### src/hw/rtl/plasma_pixel_color_generator_top_assert.svh
// Assertion macros shared by the plasma color generator modules.
`ifndef PLASMA_PIXEL_COLOR_GENERATOR_TOP_ASSERT_SVH
`define PLASMA_PIXEL_COLOR_GENERATOR_TOP_ASSERT_SVH

// Same-cycle implication, disabled while reset is asserted.
`define PPCG_ASSERT_IMPLY(lbl, clk, rst_n, pre, post, msg) \
    lbl: assert property (@(posedge clk) disable iff (!rst_n) (pre) |-> (post)) \
        else $error(msg);

// Next-cycle implication, disabled while reset is asserted.
`define PPCG_ASSERT_NEXT(lbl, clk, rst_n, pre, post, msg) \
    lbl: assert property (@(posedge clk) disable iff (!rst_n) (pre) |=> (post)) \
        else $error(msg);

`endif

### src/hw/rtl/ppcg_delay.sv
// Enabled shift-register delay line for pipeline payload.
`timescale 1ns / 1ps

module ppcg_delay #(
    parameter int WIDTH = 8,
    parameter int DEPTH = 2
) (
    input  logic             i_clk,
    input  logic             i_en,
    input  logic [WIDTH-1:0] i_data,
    output logic [WIDTH-1:0] o_data
);

    logic [WIDTH-1:0] r_pipe [DEPTH];

    always_ff @(posedge i_clk) begin
        if (i_en) begin
            r_pipe[0] <= i_data;
            for (int i = 1; i < DEPTH; i++) begin
                r_pipe[i] <= r_pipe[i-1];
            end
        end
    end

    assign o_data = r_pipe[DEPTH-1];

endmodule

### config.mk
export PLATFORM = sky130hd
export DESIGN_NAME = ppcg_delay
export DESIGN_NICKNAME = d
export VERILOG_FILES = /design/src/hw/rtl/plasma_pixel_color_generator_top_assert.svh /design/src/hw/rtl/ppcg_delay.sv
export SDC_FILE = /design/constraint.sdc
export NUM_CORES = 1
export LEC_CHECK = 0
export BUFFER_PORTS_ARGS = -buffer_cell sky130_fd_sc_hd__buf_2
export CAP_MARGIN = 5
export CORE_MARGIN = 8
export CORE_UTILIZATION = 25
export DETAILED_ROUTE_END_ITERATION = 8
export GPL_TIMING_DRIVEN = 0
export HOLD_SLACK_MARGIN = 0.03
export MAX_ROUTING_LAYER = met4
export PLACE_DENSITY = 0.54
export SYNTH_ARGS = -nofsm -noshare
export SYNTH_HDL_FRONTEND = slang
export SYNTH_SLANG_ARGS = --single-unit
export TNS_END_PERCENT = 50
### constraint.sdc
create_clock -name i_clk -period 1.5 [get_ports i_clk]
set_input_delay 0.45 -clock i_clk [delete_from_list [all_inputs] [get_ports i_clk]]
set_output_delay 0.45 -clock i_clk [all_outputs]
set_load 0.02 [all_outputs]
==> run summary, run 1 <==
CRITICAL PATH
---------------------------------------------------------------------------
Maximum fanout count along the critical path                              1
Category of the most critical setup path                            reg2out
Nature of the critical path endpoint                            output port
Sort of element at the start of the critical path                 flip-flop
Critical path required time                                         1.05 ns
Arrival time at the worst endpoint                                  0.92 ns

CLOCK TREE
---------------------------------------------------------------------------
Insertion delay to the later sink of the worst-skew pair            0.27 ns
Max clock buf depth                                                       2
Root buf cell                                                      clkbuf_4
Clock buffer count from CTS                                               3
CTS Hold Buffers Added                                                    0
Resized cells post-CTS                                                    0
Clock Pin Slew Worst Setup and Hold Paths                           0.08 ns
Sinks on Clock Net                                                       16
Clock tree from TritonCTS                                               yes
H-tree level count                                                        1
Count of buffers added by post-CTS timing repair for setup                0

SYNTH
---------------------------------------------------------------------------
Warnings from Yosys                                                       0
Mean instance size in the synthesized netlist                    22.5 sq um
Netlist cell types                                                        2
Area of the mapped netlist                                        541 sq um
Largest family of logic cells by synthesized area              buffers and inverters
Area share of the largest cell type after synthesis                   88.9%
Synth Area in Adders                                                     0%
Sequential cell area fraction in the yosys report                     88.9%
Mux share of post-synthesis cell area                                    0%
Simple-gate portion of the synthesized area                              0%
Library cell with the largest summed area after synthesis          edfxtp_1
Xor and xnor fraction of the mapped netlist area                         0%
Number of standard cells after synthesis                                 24
Compound-cell area share of the yosys netlist                            0%
Main area contributors after synthesis                         edfxtp_1 89%, buf_4 11%
Syn nets                                                                 34
#FFs+latches synth                                                       16

FLOORPLANNING
---------------------------------------------------------------------------
Horizontal die dimension                                            62.5 um
Die height                                                          62.5 um
Count of pins on the block boundary                                      18
Placement row count                                                      17
Total die area                                                 0.00391 sq mm
Starting density of the core                                          25.4%
Total core area                                                0.00213 sq mm

STA
---------------------------------------------------------------------------
Achievable clock frequency                                        0.730 GHz
RSZ-0062 raised after global routing                                  false
Hold Slack                                                         0.350 ns
Fin Clk Skew                                                    0.000238 ns
Total setup violations reported at the end of the flow                    0
Hold Fails Final Rpt                                                      0
Crit share post-route                                                 91.3%
Final critical-path required period                                 1.37 ns
Slew at the pin closest to its max-slew limit                      0.332 ns
Worst slew margin relative to its limit                               77.8%
Number of max-slew violations in the final report                         0
Setup total negative slack                                             0 ns
Setup WS post-layout                                               0.130 ns

FINAL LAYOUT
---------------------------------------------------------------------------
Antenna Diode Count                                                       0
Flip-flop count of the largest register after layout                     16
Nets                                                                     56
Multi-input gates                                                         0
Final Cell Area                                                   683 sq um
Fill cell count                                                         224
Layout overhead on the synthesized area                               26.4%
Fraction of final layout cells sized beyond drive strength 1          63.6%
Multi-input logic area                                              0 sq um
Top flop regs                                                    r_pipe x16
Register with the highest flop count                                 r_pipe

GRT
---------------------------------------------------------------------------
First-pass GRT wire length                                          1150 um
Antenna violations before repair                                          0
Via count of the first global-routing pass                              281
Final global-route overflow total                                         0
Largest net degree at the start of global routing                        17
Total global routing track utilization                                4.15%

PWR
---------------------------------------------------------------------------
Maximum VDD drop                                                     352 uV
Leakage dissipation                                                0.276 nW
Power per cell area                                            1180 mW/mm^2
Total power after layout                                             806 uW

MIN PATH
---------------------------------------------------------------------------
Path category of the worst min-delay check                           in2reg

PLACED DESIGN
---------------------------------------------------------------------------
Placement-stage worst setup slack                                  0.400 ns
Count of buffers inserted at the top-level ports                         17
Placement-stage cell area                                         661 sq um
Routability cong.                                                     0.588

ROUTE
---------------------------------------------------------------------------
Antenna Violating Nets Remaining                                          0
Vias per cell                                                          3.47
DRT Wirelength                                                       693 um
Pre-Repair DR Iteration Count                                             2
WL per Instance                                                     9.63 um
Initial detailed-routing violation count                                  3
DRC                                                                       0
Number of vias after detailed routing                                   250

JOB
---------------------------------------------------------------------------
Max-cap viol count                                                        0

STATUS
---------------------------------------------------------------------------
Run status                                                     finished, final reports clean

-- logic make-up after synthesis --
group / count (synthesis)
buffers and inverters: 8
DFF: 16
-- cell usage after synthesis --
master / number
buf_4: 8
edfxtp_1: 16
-- placed cells by master (no fill, tap or decap) --
cell and instances:
edfxtp_1 16, buf_4 8, buf_2 17, clkbuf_4 3
-- per-stage QoR --
step           util [%]  cells
2_1_floorplan         -     24
3_3_place_gp       31.1     69
3_5_place_dp       31.1     69
4_1_cts            32.1     72
5_1_grt            32.1     72
6_report           32.1     72
-- worst paths after layout --
kind / start / slack, ns / depth (start not counted) / to
worst max-delay path: r_pipe[0][9] / 0.13 / 2 / o_data[1]
worst min-delay path: i_data[7] / 0.35 / 1 / r_pipe[0][7]
worst max register to register: r_pipe[0][0] / 0.87 / 0 / r_pipe[0][8]
worst min register to register: r_pipe[0][6] / 0.42 / 0 / r_pipe[0][14]
-- power by group --
group,switching (mW),leakage (nW),internal [mW]
registers,0.00744,0.157,0.529
clock network,0.108,0.0138,0.0929
logic,0.0352,0.105,0.0331
-- final cells by class --
cell class | instances | area (sq um) | area share, %
Sequential cell | 16 | 480 | 70.3
Buffer | 8 | 60.1 | 8.79
Tap cell | 28 | 35.0 | 5.13
Clock buffer | 3 | 22.5 | 3.30
Timing Repair Buffer | 17 | 85.1 | 12.5
-- worst max-delay path, cell delays in order, from the launching register on --
cell and delay, ns:
edfxtp_1 0.37, buf_4 0.13, buf_2 0.15
-- per-layer routing --
metal | track usage, % | up-vias | part of all wire (%)
li1 | - | 122 | -
met1 | 3.61 | 115 | 37
met2 | 5.82 | 11 | 53
met3 | 3.23 | 2 | 8.7
met4 | 3.42 | 0 | 2.0
met5 | - | - | 0
Note: power is estimated with default switching activity, not from simulation.
==> run 2: changes to the inputs <==
--- a/config.mk
+++ b/config.mk
@@ -13,7 +13,7 @@
 export GPL_TIMING_DRIVEN = 0
 export HOLD_SLACK_MARGIN = 0.03
 export MAX_ROUTING_LAYER = met4
-export PLACE_DENSITY = 0.54
+export PLACE_DENSITY = 0.56
 export SYNTH_ARGS = -nofsm -noshare
 export SYNTH_HDL_FRONTEND = slang
 export SYNTH_SLANG_ARGS = --single-unit
==> constraint.sdc (replaced) <==
create_clock -name i_clk -period 1.1 [get_ports i_clk]
set_input_delay 0.33 -clock i_clk [delete_from_list [all_inputs] [get_ports i_clk]]
set_output_delay 0.33 -clock i_clk [all_outputs]
set_load 0.02 [all_outputs]
==> run 2 against run 1 <==
  * The run now ends with negative setup slack left
  * Cell count shrank 9.7%
  * First-iteration DRC count rose to 5.0 times the previous value
  * Via count shrank 12%
  * Combinational power grew 33%
  * Critical path type unchanged
  * Highest routed layer is now met3
==> run summary, run 2 (synthesis results as in run 1) <==
STATUS
---------------------------------------------------------------------------
Run status                                                     finished with violations
Failing checks                                                 negative setup slack

STA
---------------------------------------------------------------------------
Final critical-path required period                                 1.14 ns
Setup WS post-layout                                             -0.0443 ns
Hold Fails Final Rpt                                                      0
RSZ-0062 raised after global routing                                   true
Total setup violations reported at the end of the flow                    8
Slew at the pin closest to its max-slew limit                      0.338 ns
Number of max-slew violations in the final report                         0
Crit share post-route                                                  104%
Fin Clk Skew                                                    0.000791 ns
Setup total negative slack                                        -0.281 ns
Achievable clock frequency                                        0.874 GHz
Worst slew margin relative to its limit                               77.5%

MIN PATH
---------------------------------------------------------------------------
Path category of the worst min-delay check                           in2reg

GRT
---------------------------------------------------------------------------
Antenna violations before repair                                          0
Final global-route overflow total                                         0
Largest net degree at the start of global routing                        17
First-pass GRT wire length                                          1210 um
Total global routing track utilization                                4.39%
Via count of the first global-routing pass                              264

CLOCK TREE
---------------------------------------------------------------------------
H-tree level count                                                        1
Root buf cell                                                      clkbuf_4
Clock buffer count from CTS                                               3
Insertion delay to the later sink of the worst-skew pair            0.27 ns
Clock Pin Slew Worst Setup and Hold Paths                           0.08 ns
Max clock buf depth                                                       2
Sinks on Clock Net                                                       16
Clock tree from TritonCTS                                               yes

ROUTE
---------------------------------------------------------------------------
DRC                                                                       0
Antenna Violating Nets Remaining                                          0
Initial detailed-routing violation count                                 15
Number of vias after detailed routing                                   220
WL per Instance                                                     11.0 um
DRT Wirelength                                                       717 um
Pre-Repair DR Iteration Count                                             3
Vias per cell                                                          3.38

FINAL LAYOUT
---------------------------------------------------------------------------
Flip-flop count of the largest register after layout                     16
Antenna Diode Count                                                       0
Nets                                                                     48
Commonest non-fill, non-tap cell in the layout                     edfxtp_1
Multi-input logic area                                              0 sq um
Layout overhead on the synthesized area                               25.2%
Multi-input gates                                                         0
Fill cell count                                                         221
Top flop regs                                                    r_pipe x16
Most frequent cells in the layout                              16 x edfxtp_1, 9 x buf_2, 8 x buf_6, 3 x clkbuf_4, 1 x clkinv_1
Register with the highest flop count                                 r_pipe
Fraction of final layout cells sized beyond drive strength 1          54.1%
Register area                                                     480 sq um

FLOORPLANNING
---------------------------------------------------------------------------
Placement row count                                                      17
Die height                                                          62.5 um
Horizontal die dimension                                            62.5 um
Total core area                                                0.00213 sq mm
Starting density of the core                                          25.4%
Total die area                                                 0.00391 sq mm
Count of pins on the block boundary                                      18

CRITICAL PATH
---------------------------------------------------------------------------
Arrival time at the worst endpoint                                  0.81 ns
Sort of element at the start of the critical path                 flip-flop
Kind of cell adding the most delay to the critical path          flip-flops
Maximum fanout count along the critical path                              1
Critical path's slowest cell                                       edfxtp_1
Category of the most critical setup path                            reg2out
Buffer and inverter count on the worst path                               1
Nature of the critical path endpoint                            output port
Critical path required time                                         0.77 ns
Largest stage delay on the critical path                            0.40 ns
Cell-by-cell trace of the critical path                               buf_6

PLACED DESIGN
---------------------------------------------------------------------------
Count of buffers inserted at the top-level ports                         17
Placement-stage worst setup slack                                  0.120 ns
Routability cong.                                                     0.584

PWR
---------------------------------------------------------------------------
Maximum VDD drop                                                     512 uV
Leakage dissipation                                                0.256 nW
Power per cell area                                            1660 mW/mm^2

JOB
---------------------------------------------------------------------------
Max-cap viol count                                                        0

## run 2: layout make-up
| cell class | count | share of cell area, % |
|---|---|---|
| Clock buffer | 3 | 3.33 |
| Tap cell | 28 | 5.18 |
| Sequential cell | 16 | 71.0 |
| Timing Repair Buffer | 17 | 20.0 |
| Clock inverter | 1 | 0.555 |
## run 2: final timing paths
path                start       endpoint  slack [ns]  cells past startpoint
max reg2reg  r_pipe[0][3]  r_pipe[0][11]        0.47                      0
min             i_data[4]   r_pipe[0][4]        0.22                      1
min reg2reg  r_pipe[0][5]  r_pipe[0][13]        0.42                      0
max          r_pipe[0][9]      o_data[1]       -0.04                      1
## run 2: per-stage QoR
stage | hold slack (ns) | power (mW) | cell area (sq um) | instances | util [%]
floorplan | 0.400 | 0.796 | 541 | 24 | -
global placement | 0.402 | 0.839 | 661 | 69 | 31.1
detailed placement | 0.406 | 0.843 | 661 | 69 | 31.1
CTS | 0.210 | 1.14 | 677 | 65 | 31.8
global route | 0.200 | 1.18 | 677 | 65 | 31.8
finish | 0.224 | 1.12 | 677 | 65 | 31.8
## run 2: where the power goes
part / internal (mW) / switching, mW / total (mW) / leakage (nW)
logic: 0.0456 / 0.0455 / 0.0911 / 0.0838
clock network: 0.131 / 0.163 / 0.294 / 0.0154
registers: 0.722 / 0.0138 / 0.736 / 0.157
total: 0.899 / 0.222 / 1.12 / 0.256
## run 2: metal layers
layer  up-vias  GRT usage, %  wire, um
met5         -             -         0
met4         0          5.98         0
met3         0          2.69        61
met2        12          4.66       329
met1       101          4.58       326
li1        107             -         -
## run 2: what timing repair did
item / 4_1_cts / 5_1_grt
buffers inserted: 0 / 0
hold buffers: 0 / 0
setup endpoints to repair: 8 / 8
gates resized for setup: 16 / 0
