## src/hw/rtl/plasma_pixel_color_generator_top_assert.svh

```systemverilog
// Assertion macros shared by the plasma color generator modules.
`ifndef PLASMA_PIXEL_COLOR_GENERATOR_TOP_ASSERT_SVH
`define PLASMA_PIXEL_COLOR_GENERATOR_TOP_ASSERT_SVH

// Same-cycle implication, disabled while reset is asserted.
`define PPCG_ASSERT_IMPLY(lbl, clk, rst_n, pre, post, msg) \
    lbl: assert property (@(posedge clk) disable iff (!rst_n) (pre) |-> (post)) \
        else $error(msg);

// Next-cycle implication, disabled while reset is asserted.
`define PPCG_ASSERT_NEXT(lbl, clk, rst_n, pre, post, msg) \
    lbl: assert property (@(posedge clk) disable iff (!rst_n) (pre) |=> (post)) \
        else $error(msg);

`endif

```

## src/hw/rtl/ppcg_pkg.sv

```systemverilog
// Shared constants, types and the sine table generator of the plasma color generator.
`timescale 1ns / 1ps

package ppcg_pkg;

    localparam int ANG_W     = 48;   // angles are Q.16 radians, kept modulo 2^48
    localparam int CFG_W     = 17;
    localparam int PHASE_W   = 16;
    localparam int SIN_W     = 18;   // signed Q1.16 sine sample
    localparam int SIN_MAG_W = 17;   // magnitude of a quarter-wave sample
    localparam int BASE_W    = 20;
    localparam int CH_W      = 21;
    localparam int W_W       = 19;
    localparam int PIX_W     = 32;
    localparam int K_W       = 30;

    // round(2^32 / 2pi), turns an angle into lookup steps.
    localparam logic [K_W-1:0] INV_TWO_PI_Q32 = 30'd683565276;
    localparam longint unsigned TWO_PI_Q30 = 64'd6746518852;

    localparam logic [BASE_W-1:0] OFFSET_Q18 = 20'd104858;
    localparam logic [W_W-1:0]    ONE_Q18    = 19'd262144;
    localparam logic [7:0]        ALPHA      = 8'hFF;

    localparam int TAYLOR_TERMS = 10;
    localparam longint unsigned TAYLOR_DIV [1:9] = '{6, 20, 42, 72, 110, 156, 210, 272, 342};

    localparam logic [2:0] CFG_INV_WIDTH  = 3'd0;
    localparam logic [2:0] CFG_INV_HEIGHT = 3'd1;
    localparam logic [2:0] CFG_PHASE_RED  = 3'd2;
    localparam logic [2:0] CFG_PHASE_GRN  = 3'd3;
    localparam logic [2:0] CFG_PHASE_BLU  = 3'd4;

    typedef logic signed [SIN_W-1:0] t_sine;

    // Quarter-wave sample: Q30 Taylor series with truncated products, rounded to Q16.
    function automatic logic [SIN_MAG_W-1:0] quarter_sine(input longint unsigned idx,
                                                          input int unsigned log2_size);
        longint unsigned a;
        longint unsigned a2;
        longint unsigned term;
        longint          sum;
        a    = (idx * TWO_PI_Q30) >> log2_size;
        a2   = (a * a) >> 30;
        term = a;
        sum  = longint'(a);
        for (int k = 1; k < TAYLOR_TERMS; k++) begin
            term = ((term * a2) >> 30) / TAYLOR_DIV[k];
            if ((k & 1) != 0) begin
                sum = sum - longint'(term);
            end else begin
                sum = sum + longint'(term);
            end
        end
        if (sum < 0) begin
            sum = 0;
        end
        sum = (sum + 8192) >>> 14;
        if (sum > 65536) begin
            sum = 65536;
        end
        return SIN_MAG_W'(sum);
    endfunction

endpackage

```

## src/hw/rtl/ppcg_out_buf.sv

```systemverilog
// Output register with a one-entry skid stage that decouples the pipeline from downstream stall.
`timescale 1ns / 1ps
`include "plasma_pixel_color_generator_top_assert.svh"

module ppcg_out_buf import ppcg_pkg::*; (
    input  logic             i_clk,
    input  logic             i_rst_n,
    input  logic             i_valid,
    input  logic [PIX_W-1:0] i_data,
    output logic             o_ready,
    output logic             o_valid,
    output logic [PIX_W-1:0] o_data,
    input  logic             i_stall
);

    logic             r_out_valid;
    logic             r_skid_valid;
    logic [PIX_W-1:0] r_out_data;
    logic [PIX_W-1:0] r_skid_data;
    logic             w_take;
    logic             w_push;

    assign w_take = r_out_valid && !i_stall;
    assign w_push = i_valid && !r_skid_valid;

    always_ff @(posedge i_clk) begin
        if (!i_rst_n) begin
            r_out_valid  <= 1'b0;
            r_skid_valid <= 1'b0;
        end else begin
            if (r_skid_valid) begin
                if (w_take) begin
                    r_skid_valid <= 1'b0;
                end
            end else if (w_push && r_out_valid && !w_take) begin
                r_skid_valid <= 1'b1;
            end
            if (w_take || !r_out_valid) begin
                r_out_valid <= r_skid_valid || w_push;
            end
        end
    end

    always_ff @(posedge i_clk) begin
        if (w_take || !r_out_valid) begin
            r_out_data <= r_skid_valid ? r_skid_data : i_data;
        end
        if (!r_skid_valid && w_push && r_out_valid && !w_take) begin
            r_skid_data <= i_data;
        end
    end

    // The pipeline freezes once the skid entry is occupied.
    assign o_ready = !r_skid_valid;
    assign o_valid = r_out_valid;
    assign o_data  = r_out_data;

    `PPCG_ASSERT_IMPLY(a_skid_behind_out, i_clk, i_rst_n, r_skid_valid, r_out_valid, "skid entry held while output register is empty")
    `PPCG_ASSERT_NEXT(a_stalled_arrival_kept, i_clk, i_rst_n, w_push && r_out_valid && i_stall, r_skid_valid && r_out_valid, "transfer arriving under stall was not parked in the skid entry")

endmodule

```

## config.mk

```make
export PLATFORM = sky130hd
export DESIGN_NAME = ppcg_out_buf
export DESIGN_NICKNAME = d
export VERILOG_FILES = /design/src/hw/rtl/ppcg_pkg.sv /design/src/hw/rtl/ppcg_out_buf.sv
export VERILOG_INCLUDE_DIRS = /design/src /design/src/hw/rtl
export SDC_FILE = /design/constraint.sdc
export NUM_CORES = 1
export LEC_CHECK = 0
export ABC_AREA = 1
export CORE_MARGIN = 1
export CORE_UTILIZATION = 60
export CTS_CLUSTER_DIAMETER = 30
export DETAILED_ROUTE_END_ITERATION = 16
export DONT_BUFFER_PORTS = 1
export PLACE_DENSITY = 0.81
export SETUP_SLACK_MARGIN = 0.02
export SYNTH_ARGS = -nofsm -noshare
export SYNTH_HDL_FRONTEND = slang
export SYNTH_SLANG_ARGS = --single-unit
export TNS_END_PERCENT = 5
```

## constraint.sdc

```tcl
create_clock -name i_clk -period 2.6 [get_ports i_clk]
set_input_delay 0.13 -clock i_clk [delete_from_list [all_inputs] [get_ports i_clk]]
set_output_delay 0.13 -clock i_clk [all_outputs]
set_load 0.005 [all_outputs]
```

==> results of run 1 <==
## per-stage QoR
step,cells,utilization [%]
after global routing,279,75.1
after global placement,229,62.8
after detailed placement,229,62.8
after CTS,279,75.1
final,279,75.1
after floorplan,182,-
## flip-flops by register name, indices dropped and copies added, names as in the netlist
register,count
r_skid_data,32
o_valid,1
o_data,32
r_skid_valid,1
## cells in the final DEF, fill, tap and decap left out
master / synthesis / routed
a21oi_2: 1 / 1
a31oi_1: 1 / 1
buf_4: 2 / 4
clkbuf_1: 0 / 1
clkbuf_8: 0 / 9
clkinv_1: 0 / 5
clkinv_2: 0 / 1
dfxtp_1: 2 / 2
dlygate4sd3_1: 0 / 34
edfxtp_1: 64 / 64
inv_1: 5 / 5
inv_8: 1 / 1
nand2_1: 86 / 86
nand2_2: 14 / 14
nor2_1: 1 / 1
## worst register-to-register path, delay by kind of cell (launching register included)
kind,cells,cell delay [ns]
simple gates,2,0.33
flops,1,0.53
buf+inv,2,0.57
## final timing paths
check / startpoint / to / slack, ns
hold / removal: i_data[16] / o_data[16] / 0.01
setup / recovery: r_skid_valid / r_skid_data[1] / 0.87
setup reg to reg: r_skid_valid / r_skid_data[1] / 0.87
hold reg to reg: r_skid_data[24] / o_data[24] / 0.51
## power by group
part	switching, mW	leakage [nW]	internal (mW)
Sequential	0.0312	0.640	1.24
Combinational	0.0683	0.480	0.0577
Clock	0.350	0.0776	0.328
## per-layer routing
metal	routed length [um]	up-vias
met1	1750	688
li1	-	690
met5	0	-
met2	2390	67
met4	60	0
met3	287	9
## cell families after synthesis
family | after synthesis | synth area share, %
compound gates | 2 | 0.598
buf+inv | 13 | 4.74
flops | 66 | 78.2
simple gates | 101 | 16.5
## area by class of cell
class,count,area share [%]
tap,50,2.08
sequential,66,65.3
clock inverter,6,0.791
clock buffer,10,4.25
timing repair buffer,38,12.3
multi-input combinational,103,14.3
inverter,6,0.999
==> summary.md, run 1 <==
| Metric | Value |
|---|---|
| Grt total ovfl | 0 |
| Pin slew with the least headroom to its limit | 0.690 ns |
| Drt pass-1 iters | 5 |
| Yosys reg bits | 66 |
| CTS tree | yes |
| IO Count | 70 |
| Hold_buf cts | 34 |
| Max Cap Violations | 0 |
| Cts bufs inserted | 9 |
| HPWL after DPL | 2680 um |
| Sequential-to-total area share from yosys stat | 78.2% |
| Met3 Track Usage GR | 8.05% |
| Total power | 2.07 mW |
| Pwr/cell area | 690 nW/um2 |
| Buffer count from post-CTS setup fixing | 0 |
| Gr busiest metal | met2 |
| Post-Syn Instances | 182 |
| Delay-heaviest family, CP | buffers and inverters |
| Met1 Use GR | 25.6% |
| Core ar. | 4000 um2 |
| Most frequent cells after synthesis | nand2_1 (86), edfxtp_1 (64), nand2_2 (14), inv_1 (5), buf_6 (3) |
| Die height | 66.7 um |
| Initial core utilization | 62.7% |
| Placement Setup Slack | 0.884 ns |
| Post-route cell area | 3010 um2 |
| Status | completed |
| Vias | 1454 |
| Critical Setup Path Class | reg2reg |
| Clk sink count | 66 |
| RSZ-0062 raised after global routing | no |
| Fillers | 239 |
| Synth top area share | 76.6% |
| Cts repair resizes | 0 |
| Critical path's largest stage delay | 0.53 ns |
| Avg Synthesized Cell Area | 13.8 um2 |
| Pleak | 1.20 nW |
| Initial antenna violation count | 0 |
| Most frequently used flop master after synthesis | edfxtp_1 |
| Clock latency on the worst-skew pair | 0.33 ns |
| Die area | 4450 um2 |
| Critical Path RT | 2.62 ns |
| Final setup viols | 0 |
| Final period utilization | 66.6% |
| R2r worst-path depth | 4 |
| Layout cells sized above 1 | 13.1% |
| Total GRT Usage | 21.9% |
| Hold depth | 2 |
| DR vias/cell | 5.21 |
| Syn-to-layout area delta | 19.7% |
| HP Class | in2reg |
| Violation count after the first detailed-route iteration | 127 |
| Area of the multi-input gates | 429 um2 |
| Routability cong. | 0.690 |
| Slowest stage cell, crit path | dfxtp_1 |
| Routed wire length | 4490 um |
| Final hold vios | 0 |
| CP bufs+invs | 2 |
| Crit-path cells | nor2_1, nand2_1, inv_1, buf_4 |
| Clock Tree Root | clkbuf_8 |
| Fmax | 0.577 GHz |
| Most frequent cell after synthesis | nand2_1 |
| Seq. cell area | 1960 um2 |
| Ys async rst share | 0% |
| H-tree depth | 3 |
| Syn nets | 218 |
| Number of library cell types mapped by synthesis | 12 |
| Post-route DRC | 0 |
| Crit path depth | 4 |
| Ant diodes | 0 |
| Setup ws final | 0.868 ns |
| Peak VDD IR | 0.000566 V |
| Row count | 23 |
| Final ANT Viol Nets | 0 |
| Clock-pin slew on the worst setup and hold paths | 0.07 ns |
| DR WL/cell | 16.1 um |
| Largest area contributor in the netlist | edfxtp_1 |
| CP Launch Type | flip-flop |
| Max-slew violations | 0 |
| Max Clock Skew | 0.00547 ns |
| First-pass GRT wire length | 6780 um |
| Die width | 66.7 um |
| Clock buffer depth | 2 |
| Placement Cell Area | 2510 um2 |
| Crit. End Element | flip-flop |
| Largest net degree at the start of global routing | 35 |
| Worst hold slack | 0.0105 ns |
| Relative slew margins | 54.0% |
| Post-synth EDFFs | 64 |
| Quantity of I/O buffers inserted on ports | 0 |
| Vias in the first global route | 1426 |
| Crit Path Max Fanout | 20 |
| Netlist Area Pre-Place | 2510 um2 |
| Yosys Warn Count | 0 |
| Met2 Track Usage GR | 36.9% |
| Minimum clock period | 1.73 ns |
| Fin nets | 260 |
| Setup TNS Final | 0 ns |
| Top post-synthesis cells by area | edfxtp_1 (77%), nand2_1 (13%), nand2_2 (3.5%) |
| CP arrival | 1.75 ns |
Note: power is estimated with default switching activity, not from simulation.
==> inputs of run 2 (changes only) <==
==> constraint.sdc (replaced) <==
create_clock -name i_clk -period 1.6 [get_ports i_clk]
set_input_delay 0.08 -clock i_clk [delete_from_list [all_inputs] [get_ports i_clk]]
set_output_delay 0.08 -clock i_clk [all_outputs]
set_load 0.005 [all_outputs]
==> run 2 against run 1 <==
  * Sequential share of layout area shrank 3.0 points
  * Clock-buffer cell count grew 1
  * Clock power grew 87%
  * Critical path type unchanged
==> summary.md, run 2 (synthesized netlist as in run 1, its figures left out) <==
| Metric | Value |
|---|---|
| Initial antenna violation count | 0 (unchanged) |
| Row count | 23 (unchanged) |
| Critical Path RT | 1.85 ns (-0.77 ns) |
| Fmax | 0.680 GHz (+18%) |
| Drt pass-1 iters | 5 (unchanged) |
| Max Cap Violations | 0 (unchanged) |
| Grt total ovfl | 0 (unchanged) |
| RSZ-0062 raised after global routing | no |
| Die area | 4450 um2 (unchanged) |
| CTS tree | yes |
| Crit Path Max Fanout | 3 (-85%) |
| Clock-pin slew on the worst setup and hold paths | 0.06 ns (about the same) |
| Buffer count from post-CTS setup fixing | 0 (unchanged) |
| Syn-to-layout area delta | 25.6% |
| Critical Setup Path Class | reg2reg |
| Clock buffer depth | 2 (unchanged) |
| Vias | 1480 (+1.8%) |
| Post-route cell area | 3150 um2 (+4.9%) |
| Crit. End Element | flip-flop |
| HPWL after DPL | 2780 um (+3.7%) |
| Pwr/cell area | 1130 nW/um2 (+64%) |
| Max-slew violations | 0 (unchanged) |
| Ant diodes | 0 (unchanged) |
| Total GRT Usage | 23.9% (+1.9 points) |
| H-tree depth | 3 (unchanged) |
| Peak VDD IR | 0.000780 V (+38%) |
| Initial core utilization | 62.7% (unchanged) |
| Vias in the first global route | 1531 (+7.4%) |
| Placement Setup Slack | 0.371 ns (-0.513 ns) |
| Violation count after the first detailed-route iteration | 75 (-41%) |
| DR vias/cell | 5.17 (-0.70%) |
| Layout cells sized above 1 | 18.2% (+5.1 points) |
| Minimum clock period | 1.47 ns (-0.261 ns) |
| CP Launch Type | flip-flop |
| Cts bufs inserted | 9 (unchanged) |
| Routed wire length | 4750 um (+5.8%) |
| Fin nets | 268 (+3.1%) |
| Relative slew margins | 71.4% (+17 points) |
| Most frequent cells in the layout | nand2_1 (84), edfxtp_1 (64), dlygate4sd3_1 (35) |
| Setup ws final | 0.129 ns (-0.739 ns) |
| DR WL/cell | 16.6 um (+3.2%) |
| Setup TNS Final | 0 ns (unchanged) |
| Die width | 66.7 um (unchanged) |
| Largest net degree at the start of global routing | 34 (-2.9%) |
| Max Clock Skew | 0.00898 ns (+0.00351 ns) |
| Quantity of I/O buffers inserted on ports | 0 (unchanged) |
| HP Class | in2reg |
| Pleak | 1.26 nW (+4.8%) |
| Post-route DRC | 0 (unchanged) |
| Routability cong. | 0.678 (-1.7%) |
| Placement Cell Area | 2630 um2 (+4.5%) |
| Final ANT Viol Nets | 0 (unchanged) |
| Fillers | 225 (-5.9%) |
| Final period utilization | 91.9% (+25 points) |
| Pin slew with the least headroom to its limit | 0.429 ns (-0.261 ns) |
| Clk sink count | 66 (unchanged) |
| Seq. cell area | 1960 um2 (about the same) |
| Status | completed |
| Final hold vios | 0 (unchanged) |
| First-pass GRT wire length | 7360 um (+8.4%) |
| IO Count | 70 (unchanged) |
| Clock Tree Root | clkbuf_8 |
| Area of the multi-input gates | 448 um2 (+4.4%) |
| Final setup viols | 0 (unchanged) |
| CP arrival | 1.72 ns (-0.03 ns) |
| Commonest non-fill, non-tap cell in the layout | nand2_1 |
| Die height | 66.7 um (unchanged) |
| Core ar. | 4000 um2 (unchanged) |
| Clock latency on the worst-skew pair | 0.32 ns (about the same) |
run 2: power by group:
group	switching, mW	internal [mW]
clock network	0.567	0.702
registers	0.0501	2.01
logic	0.122	0.113
run 2: critical path, stage by stage (launching register included):
cell	delay, ns
dfxtp_2	0.40
nand2_8	0.06
inv_1	0.06
nand2_2	0.07
buf_4	0.14
a21oi_2	0.10
dlygate4sd3_1	0.57
run 2: repair_timing:
action	4_1_cts	5_1_grt
gates resized for setup	0	1
hold buffers	35	0
setup endpoints to repair	0	1
endpoints found under the hold margin	66	0
run 2: metal layers:
layer	vias up	share of wire [%]	GRT usage, %
met2	54	53	40.0
met5	-	0	0
met3	11	5.6	6.68
li1	709	-	-
met4	0	2.1	12.8
met1	706	40	27.6
run 2: layout make-up:
class | count | area share (%)
clock buffer | 11 | 4.17
clock inverter | 4 | 1.39
sequential | 66 | 62.3
inverter | 6 | 1.07
tap | 50 | 1.98
timing repair buffer | 46 | 14.9
multi-input combinational | 103 | 14.2
run 2: stage by stage:
| stage | power [mW] | util, % | std cells | hold WS, ns |
|---|---|---|---|---|
| floorplan | 2.20 | - | 182 | 0.179 |
| global placement | 2.24 | 65.7 | 236 | 0.179 |
| detailed placement | 2.25 | 65.7 | 236 | 0.179 |
| CTS | 3.58 | 78.8 | 286 | 0.263 |
| global route | 3.70 | 78.8 | 286 | 0.272 |
| finish | 3.57 | 78.8 | 286 | 0.268 |
run 2: final timing paths:
path / start / end / slack [ns] / cells past startpoint
max: o_valid / r_skid_valid / 0.13 / 6
min: i_stall / o_data[27] / 0.27 / 2
max reg2reg: o_valid / r_skid_valid / 0.13 / 6
min reg2reg: r_skid_data[22] / o_data[22] / 0.52 / 2
==> inputs of run 3 (changes only) <==
--- a/config.mk
+++ b/config.mk
@@ -8,11 +8,11 @@
 export LEC_CHECK = 0
 export ABC_AREA = 1
 export CORE_MARGIN = 1
-export CORE_UTILIZATION = 60
+export CORE_UTILIZATION = 55
 export CTS_CLUSTER_DIAMETER = 30
 export DETAILED_ROUTE_END_ITERATION = 16
 export DONT_BUFFER_PORTS = 1
-export PLACE_DENSITY = 0.81
+export PLACE_DENSITY = 0.78
 export SETUP_SLACK_MARGIN = 0.02
 export SYNTH_ARGS = -nofsm -noshare
 export SYNTH_HDL_FRONTEND = slang
==> constraint.sdc (replaced) <==
create_clock -name i_clk -period 1.3 [get_ports i_clk]
set_input_delay 0.065 -clock i_clk [delete_from_list [all_inputs] [get_ports i_clk]]
set_output_delay 0.065 -clock i_clk [all_outputs]
set_load 0.005 [all_outputs]
==> run 3 against run 2 <==
  * Critical path depth decreased by 1
  * Sequential power increased by 23%
  * Clock-buffer cell count decreased by 1
  * Wire length decreased by 3.6%
  * Flip-flop and latch count unchanged
  * First-iteration DRC count increased by 36%
  * Global-route usage decreased by 2.7 points
  * Clock power increased by 8%
  * Die area increased by 8.8%
  * Sequential share of layout area increased by 0.60 points
  * Via count increased by 0.27%
==> summary.md, run 3 (synthesized netlist as in run 1, its figures left out) <==
| Metric | Value |
|---|---|
| Die height | 69.6 um (+4.3%) |
| Fmax | 0.870 GHz (+28%) |
| Clk sink count | 66 (unchanged) |
| Die area | 4840 um2 (+8.8%) |
| Max-slew violations | 0 (unchanged) |
| Non-filler cells, final | 287 (+0.35%) |
| Syn-to-layout area delta | 24.4% |
| Clock latency on the worst-skew pair | 0.33 ns (about the same) |
| Crit path launch | o_valid |
| Fin nets | 267 (-0.37%) |
| Buffer count from post-CTS setup fixing | 0 (unchanged) |
| Hold path startpoint | i_stall |
| Vias | 1484 (+0.27%) |
| Pwr/cell area | 1340 nW/um2 (+19%) |
| Placed instance count | 237 (+0.42%) |
| CP Launch Type | flip-flop |
| Post-route cell area | 3120 um2 (-0.95%) |
| Critical Path RT | 1.34 ns (-0.51 ns) |
| Minimum clock period | 1.15 ns (-0.322 ns) |
| Max Cap Violations | 0 (unchanged) |
| H-tree depth | 3 (unchanged) |
| Max Clock Skew | 0.00470 ns (-0.00427 ns) |
| CTS tree | yes |
| Final period utilization | 88.4% (-3.5 points) |
| Peak VDD IR | 0.00122 V (+56%) |
| Largest net degree at the start of global routing | 25 (-26%) |
| Placement Setup Slack | 0.165 ns (-0.206 ns) |
| Initial core utilization | 57.2% (-5.5 points) |
| Routability cong. | 0.714 (+5.3%) |
| Vias in the first global route | 1573 (+2.7%) |
| Routed wire length | 4580 um (-3.6%) |
| Relative slew margins | 85.2% (+14 points) |
| RSZ-0062 raised after global routing | no |
| Quantity of I/O buffers inserted on ports | 0 (unchanged) |
| Status | completed |
| Post-route DRC | 0 (unchanged) |
| Ant diodes | 0 (unchanged) |
| Crit Path Max Fanout | 17 (+14) |
| Most frequent cells in the layout | nand2_1 (84), edfxtp_1 (64), dlygate4sd3_1 (35) |
| Cts bufs inserted | 9 (unchanged) |
| Final ANT Viol Nets | 0 (unchanged) |
| Pin slew with the least headroom to its limit | 0.222 ns (-0.207 ns) |
| Total GRT Usage | 21.2% (-2.7 points) |
| Initial antenna violation count | 0 (unchanged) |
| Crit. End Element | flip-flop |
| DR WL/cell | 16.0 um (-4.0%) |
| Pleak | 1.24 nW (-1.5%) |
| Drt pass-1 iters | 4 (-1) |
| Final setup viols | 0 (unchanged) |
| Reg2reg start | o_valid |
| Clock Tree Root | clkbuf_8 |
| DR vias/cell | 5.17 (about the same) |
| Violation count after the first detailed-route iteration | 102 (+36%) |
| Grt total ovfl | 0 (unchanged) |
| Setup TNS Final | 0 ns (unchanged) |
| First-pass GRT wire length | 7490 um (+1.8%) |
| Clock-pin slew on the worst setup and hold paths | 0.07 ns (about the same) |
| Setup ws final | 0.151 ns (+0.0218 ns) |
| Worst hold slack | 0.0725 ns (-0.196 ns) |
| Commonest non-fill, non-tap cell in the layout | nand2_1 |
| Layout cells sized above 1 | 18.3% (+0.078 points) |
| IO Count | 70 (unchanged) |
| Core ar. | 4380 um2 (+9.6%) |
| Placement Cell Area | 2620 um2 (-0.14%) |
| Clock buffer depth | 2 (unchanged) |
| Critical Setup Path Class | reg2reg |
| Row count | 24 (+4.3%) |
| Die width | 69.6 um (+4.3%) |
| Final hold vios | 0 (unchanged) |
| HPWL after DPL | 2810 um (+1.1%) |
| CP arrival | 1.19 ns (-0.53 ns) |
| HP Class | in2reg |
-- run 3: where the power goes --
part | leakage, nW | switching [mW] | total [mW] | internal, mW
Combinational | 0.516 | 0.150 | 0.288 | 0.138
Sequential | 0.641 | 0.0586 | 2.54 | 2.48
Clock | 0.0808 | 0.714 | 1.37 | 0.658
-- run 3: timing repair --
action / 4_1_cts / 5_1_grt
resized for setup: 0 / 0
endpoints found under the hold margin: 66 / 0
hold buffers: 35 / 0
-- run 3: worst max-delay path, cell delays in order, from the launching register on --
cell        delay, ns
dfxtp_2          0.41
nand2_8          0.06
inv_2            0.05
nand2_2          0.06
clkinvlp_4       0.11
buf_12           0.16
-- run 3: layer usage --
layer	track usage [%]	vias up	wire, um
met1	22.7	714	1750
met4	10.9	0	74
li1	-	710	-
met2	37.5	52	2520
met3	6.40	8	232
met5	0	-	0
-- run 3: worst paths after layout --
kind,endpoint,slack (ns),cells past startpoint
hold / removal,r_skid_valid,0.07,5
setup / recovery,r_skid_data[11],0.15,5
hold reg to reg,o_data[6],0.52,2
setup reg to reg,r_skid_data[11],0.15,5
-- run 3: final cells by class --
type	instances	area, um2
Sequential cell	66	1960
Tap cell	52	65.1
Clock inverter	5	22.5
Multi-Input combinational cell	103	448
Timing Repair Buffer	45	463
Clock buffer	10	128
Inverter	6	33.8
Fill cell	297	1260
-- run 3: per-stage QoR --
step                power, mW  util (%)
global placement         2.75      59.8
floorplan                2.71         -
CTS                      4.20      71.2
global route             4.34      71.2
detailed placement       2.77      59.8
finish                   4.20      71.2
